==> src/rtl/lsv_pkg.sv <==
// Package for the largest substring variance block: types, score constants and
// the controller states. Depends on nothing.
`timescale 1ns / 1ps

package lsv_pkg;

    localparam int LETTER_W = 5;
    localparam int SCORE_W  = 16;
    localparam int OUT_W    = 14;
    localparam int MAX_LEN  = 16384;
    localparam int OUT_MAX  = 16383;

    // Scores saturate upward at the smaller of MAX_LEN-1 and the output range.
    localparam logic signed [SCORE_W-1:0] SCORE_CAP =
        SCORE_W'((MAX_LEN - 1) < OUT_MAX ? (MAX_LEN - 1) : OUT_MAX);

    // Stand-in for minus infinity; reachable scores never drop below -1.
    localparam logic signed [SCORE_W-1:0] NEG_INF = {1'b1, {(SCORE_W-1){1'b0}}};

    // One memory word per ordered letter pair. The ended score without an a
    // never reaches the result, so it is not kept.
    typedef struct packed {
        logic signed [SCORE_W-1:0] in0;
        logic signed [SCORE_W-1:0] in1;
        logic signed [SCORE_W-1:0] end1;
    } t_entry;

    typedef enum logic [1:0] {
        S_IDLE,
        S_SWEEP,
        S_DRAIN,
        S_OUT
    } t_state;

    typedef struct packed {
        logic load;      // latch the accepted word and rewind the sweep
        logic step;      // read the current pair entry and advance
        logic finish;    // item done, update the string-start flag
        logic load_out;  // copy the running maximum into the output register
    } t_cmd;

    typedef struct packed {
        logic sweep_end; // current pair entry is the final one
        logic last_q;    // the item in work closes its string
    } t_sts;

endpackage

==> src/rtl/lsv_ctrl.sv <==
// Sequencer for the largest substring variance block: state machine, input
// stall and output valid. Depends on lsv_pkg.
`timescale 1ns / 1ps

module lsv_ctrl (
    input  logic          i_clk,
    input  logic          i_rst_n,
    input  logic          i_valid,
    output logic          o_stall,
    output logic          o_valid,
    input  logic          i_stall,
    input  lsv_pkg::t_sts i_sts,
    output lsv_pkg::t_cmd o_cmd
);

    lsv_pkg::t_state r_state, n_state;
    logic            r_out_valid, n_out_valid;

    always_ff @(posedge i_clk) begin
        if (!i_rst_n) begin
            r_state     <= lsv_pkg::S_IDLE;
            r_out_valid <= 1'b0;
        end else begin
            r_state     <= n_state;
            r_out_valid <= n_out_valid;
        end
    end

    always_comb begin
        n_state     = r_state;
        o_cmd       = '0;
        n_out_valid = r_out_valid && i_stall;
        case (r_state)
            lsv_pkg::S_IDLE: begin
                if (i_valid) begin
                    o_cmd.load = 1'b1;
                    n_state    = lsv_pkg::S_SWEEP;
                end
            end
            lsv_pkg::S_SWEEP: begin
                o_cmd.step = 1'b1;
                if (i_sts.sweep_end) begin
                    n_state = lsv_pkg::S_DRAIN;
                end
            end
            lsv_pkg::S_DRAIN: begin
                o_cmd.finish = 1'b1;
                n_state      = i_sts.last_q ? lsv_pkg::S_OUT : lsv_pkg::S_IDLE;
            end
            lsv_pkg::S_OUT: begin
                if (!r_out_valid || !i_stall) begin
                    o_cmd.load_out = 1'b1;
                    n_out_valid    = 1'b1;
                    n_state        = lsv_pkg::S_IDLE;
                end
            end
            default: begin
                n_state = lsv_pkg::S_IDLE;
            end
        endcase
    end

    assign o_stall = (r_state != lsv_pkg::S_IDLE);
    assign o_valid = r_out_valid;

endmodule

==> config.mk <==
export PLATFORM = sky130hd
export DESIGN_NAME = lsv_ctrl
export DESIGN_NICKNAME = d
export VERILOG_FILES = /design/src/rtl/lsv_pkg.sv /design/src/rtl/lsv_ctrl.sv
export SDC_FILE = /design/constraint.sdc
export NUM_CORES = 1
export LEC_CHECK = 0
export BUFFER_PORTS_ARGS = -buffer_cell sky130_fd_sc_hd__buf_4
export CORE_AREA = 2 2 39 41
export CTS_CLUSTER_SIZE = 14
export DETAILED_ROUTE_END_ITERATION = 7
export DIE_AREA = 0 0 41 43
export PLACE_DENSITY = 0.4
export REMOVE_ABC_BUFFERS = 1
export SLEW_MARGIN = 20
export SYNTH_ARGS = -nofsm -noshare
export SYNTH_HDL_FRONTEND = slang
export SYNTH_SLANG_ARGS = --single-unit
==> constraint.sdc <==
create_clock -name i_clk -period 1.4 [get_ports i_clk]
set_clock_uncertainty 0.2 [all_clocks]
set_input_delay 0 -clock i_clk [delete_from_list [all_inputs] [get_ports i_clk]]
set_output_delay 0 -clock i_clk [all_outputs]
set_load 0.05 [all_outputs]
# Word level (Yosys, flattened, before mapping)
# Cells that the tools add are included.
[totals]
reg_bits = 3
inputBits = 6
word_cells = 28
[classes]
eq_ne = 6
muxes = 13
n_reduce_logical = 7
[ops]
columns = ["op", "count"]
rows = [
  ["1-bit 2-to-1 mux", 8],
  ["2-bit 2-to-1 mux", 4],
  ["2-bit case mux with 4 select lines", 1],
  ["2-bit != test, second input constant", 3],
  ["2-bit equality test, second input constant", 2],
  ["3-bit AND reduction", 1],
  ["2-bit by 1-bit equality test with 1-bit output, second input constant", 1],
  ["1-bit zero test", 2],
  ["2-bit zero test", 1],
  ["2-bit nonzero test", 1],
  ["1-bit logical AND", 1],
  ["1-bit logical OR", 1],
]

# Depth between registers and ports, before layout
[logic_depth]
depth_word = 4
depth_mapped = 4

# Worst setup path before layout
# No wires, ideal clock.
[synth_timing]
path_kind = "register -> output"
startpoint = "reg r_state[0]"
endpoint = "out o_cmd[3] (netlist bit)"
arrival_ns = 1.582
required_ns = 1.200
slack_ns = -0.382
stages_incl_launch_ff = 4
path_cell_list = "dfxtp_1 -> buf_4 -> or2_1 -> nor2_1"
[synth_rtl]
columns = ["element", "line", "rtl"]
rows = [
  ["from (decl)", "lsv_ctrl.sv:16", "lsv_pkg::t_state r_state, n_state;"],
  ["from (signal assigned)", "lsv_ctrl.sv:21", "r_state <= lsv_pkg::S_IDLE;"],
  ["from (signal assigned)", "lsv_ctrl.sv:24", "r_state <= n_state;"],
  ["to (decl)", "lsv_ctrl.sv:13", "output lsv_pkg::t_cmd o_cmd"],
]

==> run summary <==
For the boundary pin count, the log shows 12. The synthesis-stage register bit count works out to 3. Summed over all instances, the cell type with the most area after synthesis is sky130_fd_sc_hd__dfxtp_1.

The run gives 0 as the number of antenna violations at the first check in global routing. In this run the horizontal extent of the chip is 41 um. The clock passes through at most 2 buffers. Among cell families on the critical path, the largest total delay comes from flip-flops. The master of the slowest instance on the critical path is sky130_fd_sc_hd__dfxtp_2. TritonCTS built the clock tree. The run gives 1380 um2 as the core area. Yosys mapped the design onto 16 distinct sky130hd cell types. The congestion estimate from routability-driven global placement came to 0.622. The aggregate global-route resource usage was 7.72%; the insertion delay to the later sink of the worst-skew pair was 0.23 ns.

The endpoint identified for the worst register-to-register timing path is r_state[0]. The synthesized area per cell is 8.08 um2, and the final core utilization is 27.0%. Of the total synthesized cell area, the portion taken by full adders, half adders and majority gates is 0%. In this run the tightest slew margin relative to its limit is 88.0%.

Fill cells in the final layout number 151. Buffering stage count on the worst path with inverters included: 1. The number of H-tree levels is 1, and the maximum fanout encountered on the critical timing path is 10.

Dividing the final minimum period by the clock period gives 93.7%. Ranked by instance count, the synthesized netlist is headed by sky130_fd_sc_hd__a21oi_1 (3), sky130_fd_sc_hd__dfxtp_1 (3). The number of instances in the placed design was 50.

Entering global routing, the biggest net connects 11 pins. The type of the setup path with the least slack is register to primary output. The run gives 0 as the number of pins with negative max-slew slack in the final report.

The register area share after synthesis was 31.0%; the total global routing overflow was 0. The floorplan step defined a die boundary enclosing 1760 um2. The final count of negative-setup-slack endpoints was 0. Count of synthesis-stage warnings from yosys: 0.

The arrival time at the worst endpoint was 1.11 ns; the global-route wire length before repair was 903 um. The first detailed-routing pass took 4 iterations. The logic depth of the worst register-to-register path was 3; the combined area of all synthesized cells was 194 um2.

For the post-layout net count, the log shows 50. In the final routed layout, each cell accounts on average for 9.54 um. The hold violation count in the final report was 0; the share of cell area taken by muxes after synthesis was 0%. 0 antenna diodes ended up in the layout.

The number of flops mapped to enable cells by yosys works out to 0. Port buffering added 11 buffers. Number of violations reported at the end of detailed-routing iteration 0: 5.

In this run the static leakage power is 0.173 nW. The signal on the critical path passes through or2_1 -> nor2_2 -> buf_6. Setup repair after global routing left no endpoint under its margin.

After the flow finishes, the layout carries non-filler instances totaling 59. Relative to the synthesized area, the layout overhead comes to 92.9%. The tools report the via count of the first global-routing pass as 223. For this run, design rule violations remaining after detail routing come to 0.

The synthesized netlist devotes 25.2% of its cell area to compound gates. For this block, the via count after detailed routing is 232. The count of cells along the worst hold path works out to 2. In the post-synthesis netlist, the biggest area contributors are sky130_fd_sc_hd__dfxtp_1 (31%), sky130_fd_sc_hd__a21oi_1 (7.7%), sky130_fd_sc_hd__a2bb2oi_2 (7.7%).

The tools report the category of the worst setup path capture point as a primary output. Based on the critical path, the design can be clocked at up to 0.762 GHz. The worst path required time came out at 1.20 ns.

Using the TritonRoute via totals, the vias-per-cell ratio works out to 3.93. The path with the worst hold slack has its endpoint at o_valid. For the pin with the worst max-slew slack, the measured transition is 0.180 ns.

Across the run, the number of max-cap violations was 0. Across all register-to-register paths, the minimum setup slack is 0.34 ns. Of the cells placed in the final design, the portion with a size suffix greater than 1 is 48.8%.

For this configuration, the core starts out at a cell density of 14.0%. The largest single stage delay on the critical path is 0.36 ns. The vertical die dimension came out at 43 um. The type of the most critical hold path is register to register. After synthesis, the largest family of logic cells by area is simple AND/OR/NAND/NOR gates.

Launch point of the worst reg-to-reg path: r_state[0]. The clock transition at the registers of the reported paths was 0.04 ns; the post-synthesis share of cell area spent on and, or, nand and nor gates was 36.1%. For this design, the sink count on the clock tree is 3. STA classifies the critical path startpoint as a register. The smallest clock period supported by the final layout is computed as 1.31 ns. After synthesis, the share of flip-flops with an asynchronous set or reset is 0%. The run finished with clean final reports. The detail route stage leaves a number of antenna-violating nets equal to 0. Once the clock tree was built, the setup fixing pass inserted 0 buffers.

The worst hold path begins at o_valid. In this run the power density over the cells is 1020 nW/um2. The maximum resistive drop on vdd came out at 0.306 mV.

The synthesized netlist devotes 0% of its cell area to XOR and XNOR gates. Clock tree synthesis inserted a total of 3 buffers. Master cell of the clock root buffer: sky130_fd_sc_hd__clkbuf_4. Aggregate routed wire length: 563 um. For this run, the leading register cell type out of synthesis is sky130_fd_sc_hd__dfxtp_1. The floorplan has 14 rows. Adding up every negative setup slack in the final design gives 0 ns. Of the post-synthesis cell area, the dominant cell type holds 31.0%.

Synthesis produced 24 cells.
## registers in the layout, summed over array words and instances (netlist names)
register	cells
r_state	2
o_valid	1
## per-layer routing
layer / routed length (um) / part of all wire [%] / global-route usage (%)
met5: 0 / 0 / 0
met4: 0 / 0 / 6.00
met3: 59 / 10 / 1.57
met2: 234 / 42 / 11.3
met1: 269 / 48 / 9.27
## what timing repair did
item | in CTS | in global routing
resized for setup | 3 | 1
hold buffers | 5 | 0
setup endpoints to repair | 2 | 1
hold endpoints to repair | 3 | 0
## placed cells by master (no fill, tap or decap)
master,instances
sky130_fd_sc_hd__nand2b_1,1
sky130_fd_sc_hd__clkbuf_4,3
sky130_fd_sc_hd__nor2_2,1
sky130_fd_sc_hd__nand4_1,1
sky130_fd_sc_hd__dfxtp_2,2
sky130_fd_sc_hd__a21oi_2,1
sky130_fd_sc_hd__inv_1,2
sky130_fd_sc_hd__a2bb2oi_2,1
sky130_fd_sc_hd__a21oi_1,3
sky130_fd_sc_hd__buf_6,1
sky130_fd_sc_hd__o211a_1,1
sky130_fd_sc_hd__clkbuf_1,1
sky130_fd_sc_hd__nor2b_4,1
sky130_fd_sc_hd__nor2b_1,1
sky130_fd_sc_hd__nand2_2,1
sky130_fd_sc_hd__nand3_1,2
sky130_fd_sc_hd__dlygate4sd3_1,5
sky130_fd_sc_hd__nand2_1,2
sky130_fd_sc_hd__or2_1,1
sky130_fd_sc_hd__buf_4,10
sky130_fd_sc_hd__dfxtp_1,1
sky130_fd_sc_hd__nor2_1,1
## area by class of cell
type                    count  area (um2)  share of cell area [%]
clock buffers               4        26.3                    7.02
inverters                   2        7.51                    2.01
multi-input cells          18         121                    32.4
flip-flops and latches      3        62.6                    16.7
well taps                  16        20.0                    5.35
repair buffers             16         136                    36.5
## through the flow
stage | setup WS (ns) | total power [mW] | area, um2 | hold WS, ns
finish | 0.0883 | 0.382 | 374 | 0.312
global route | 0.0130 | 0.409 | 374 | 0.364
CTS | 0.0466 | 0.391 | 372 | 0.315
detailed placement | 0.219 | 0.215 | 289 | 0.0558
global placement | 0.234 | 0.216 | 289 | 0.0507
floorplan | -0.336 | 0.176 | 186 | -0.0666
## power by group
group	switching, mW	total, mW	internal (mW)
Clock	0.0458	0.153	0.107
Combinational	0.0700	0.125	0.0549
Sequential	0.0124	0.105	0.0922
## worst max path at each step
stage / startpoint / endpoint / slack (ns) / cells after the start
2_1_floorplan: r_state[0] / o_cmd[3] / -0.34 / 2
3_3_place_gp: r_state[0] / r_state[0] / 0.23 / 3
3_5_place_dp: r_state[0] / r_state[0] / 0.22 / 3
4_1_cts: r_state[0] / o_cmd[3] / 0.05 / 3
5_1_grt: r_state[0] / o_cmd[3] / 0.01 / 3
6_report: r_state[0] / o_cmd[3] / 0.09 / 3
## worst min-delay path, stage by stage (launching register included)
cell and delay, ns:
sky130_fd_sc_hd__dfxtp_1 0.33, sky130_fd_sc_hd__nand2_1 0.08, sky130_fd_sc_hd__a21oi_1 0.05
## logic make-up after synthesis
group	count (synthesis)
AO/OA/AOI/OAI	6
buffers and inverters	3
flip-flops	3
AND/OR/NAND/NOR	12
No activity file was read; power rests on OpenSTA's default activity.
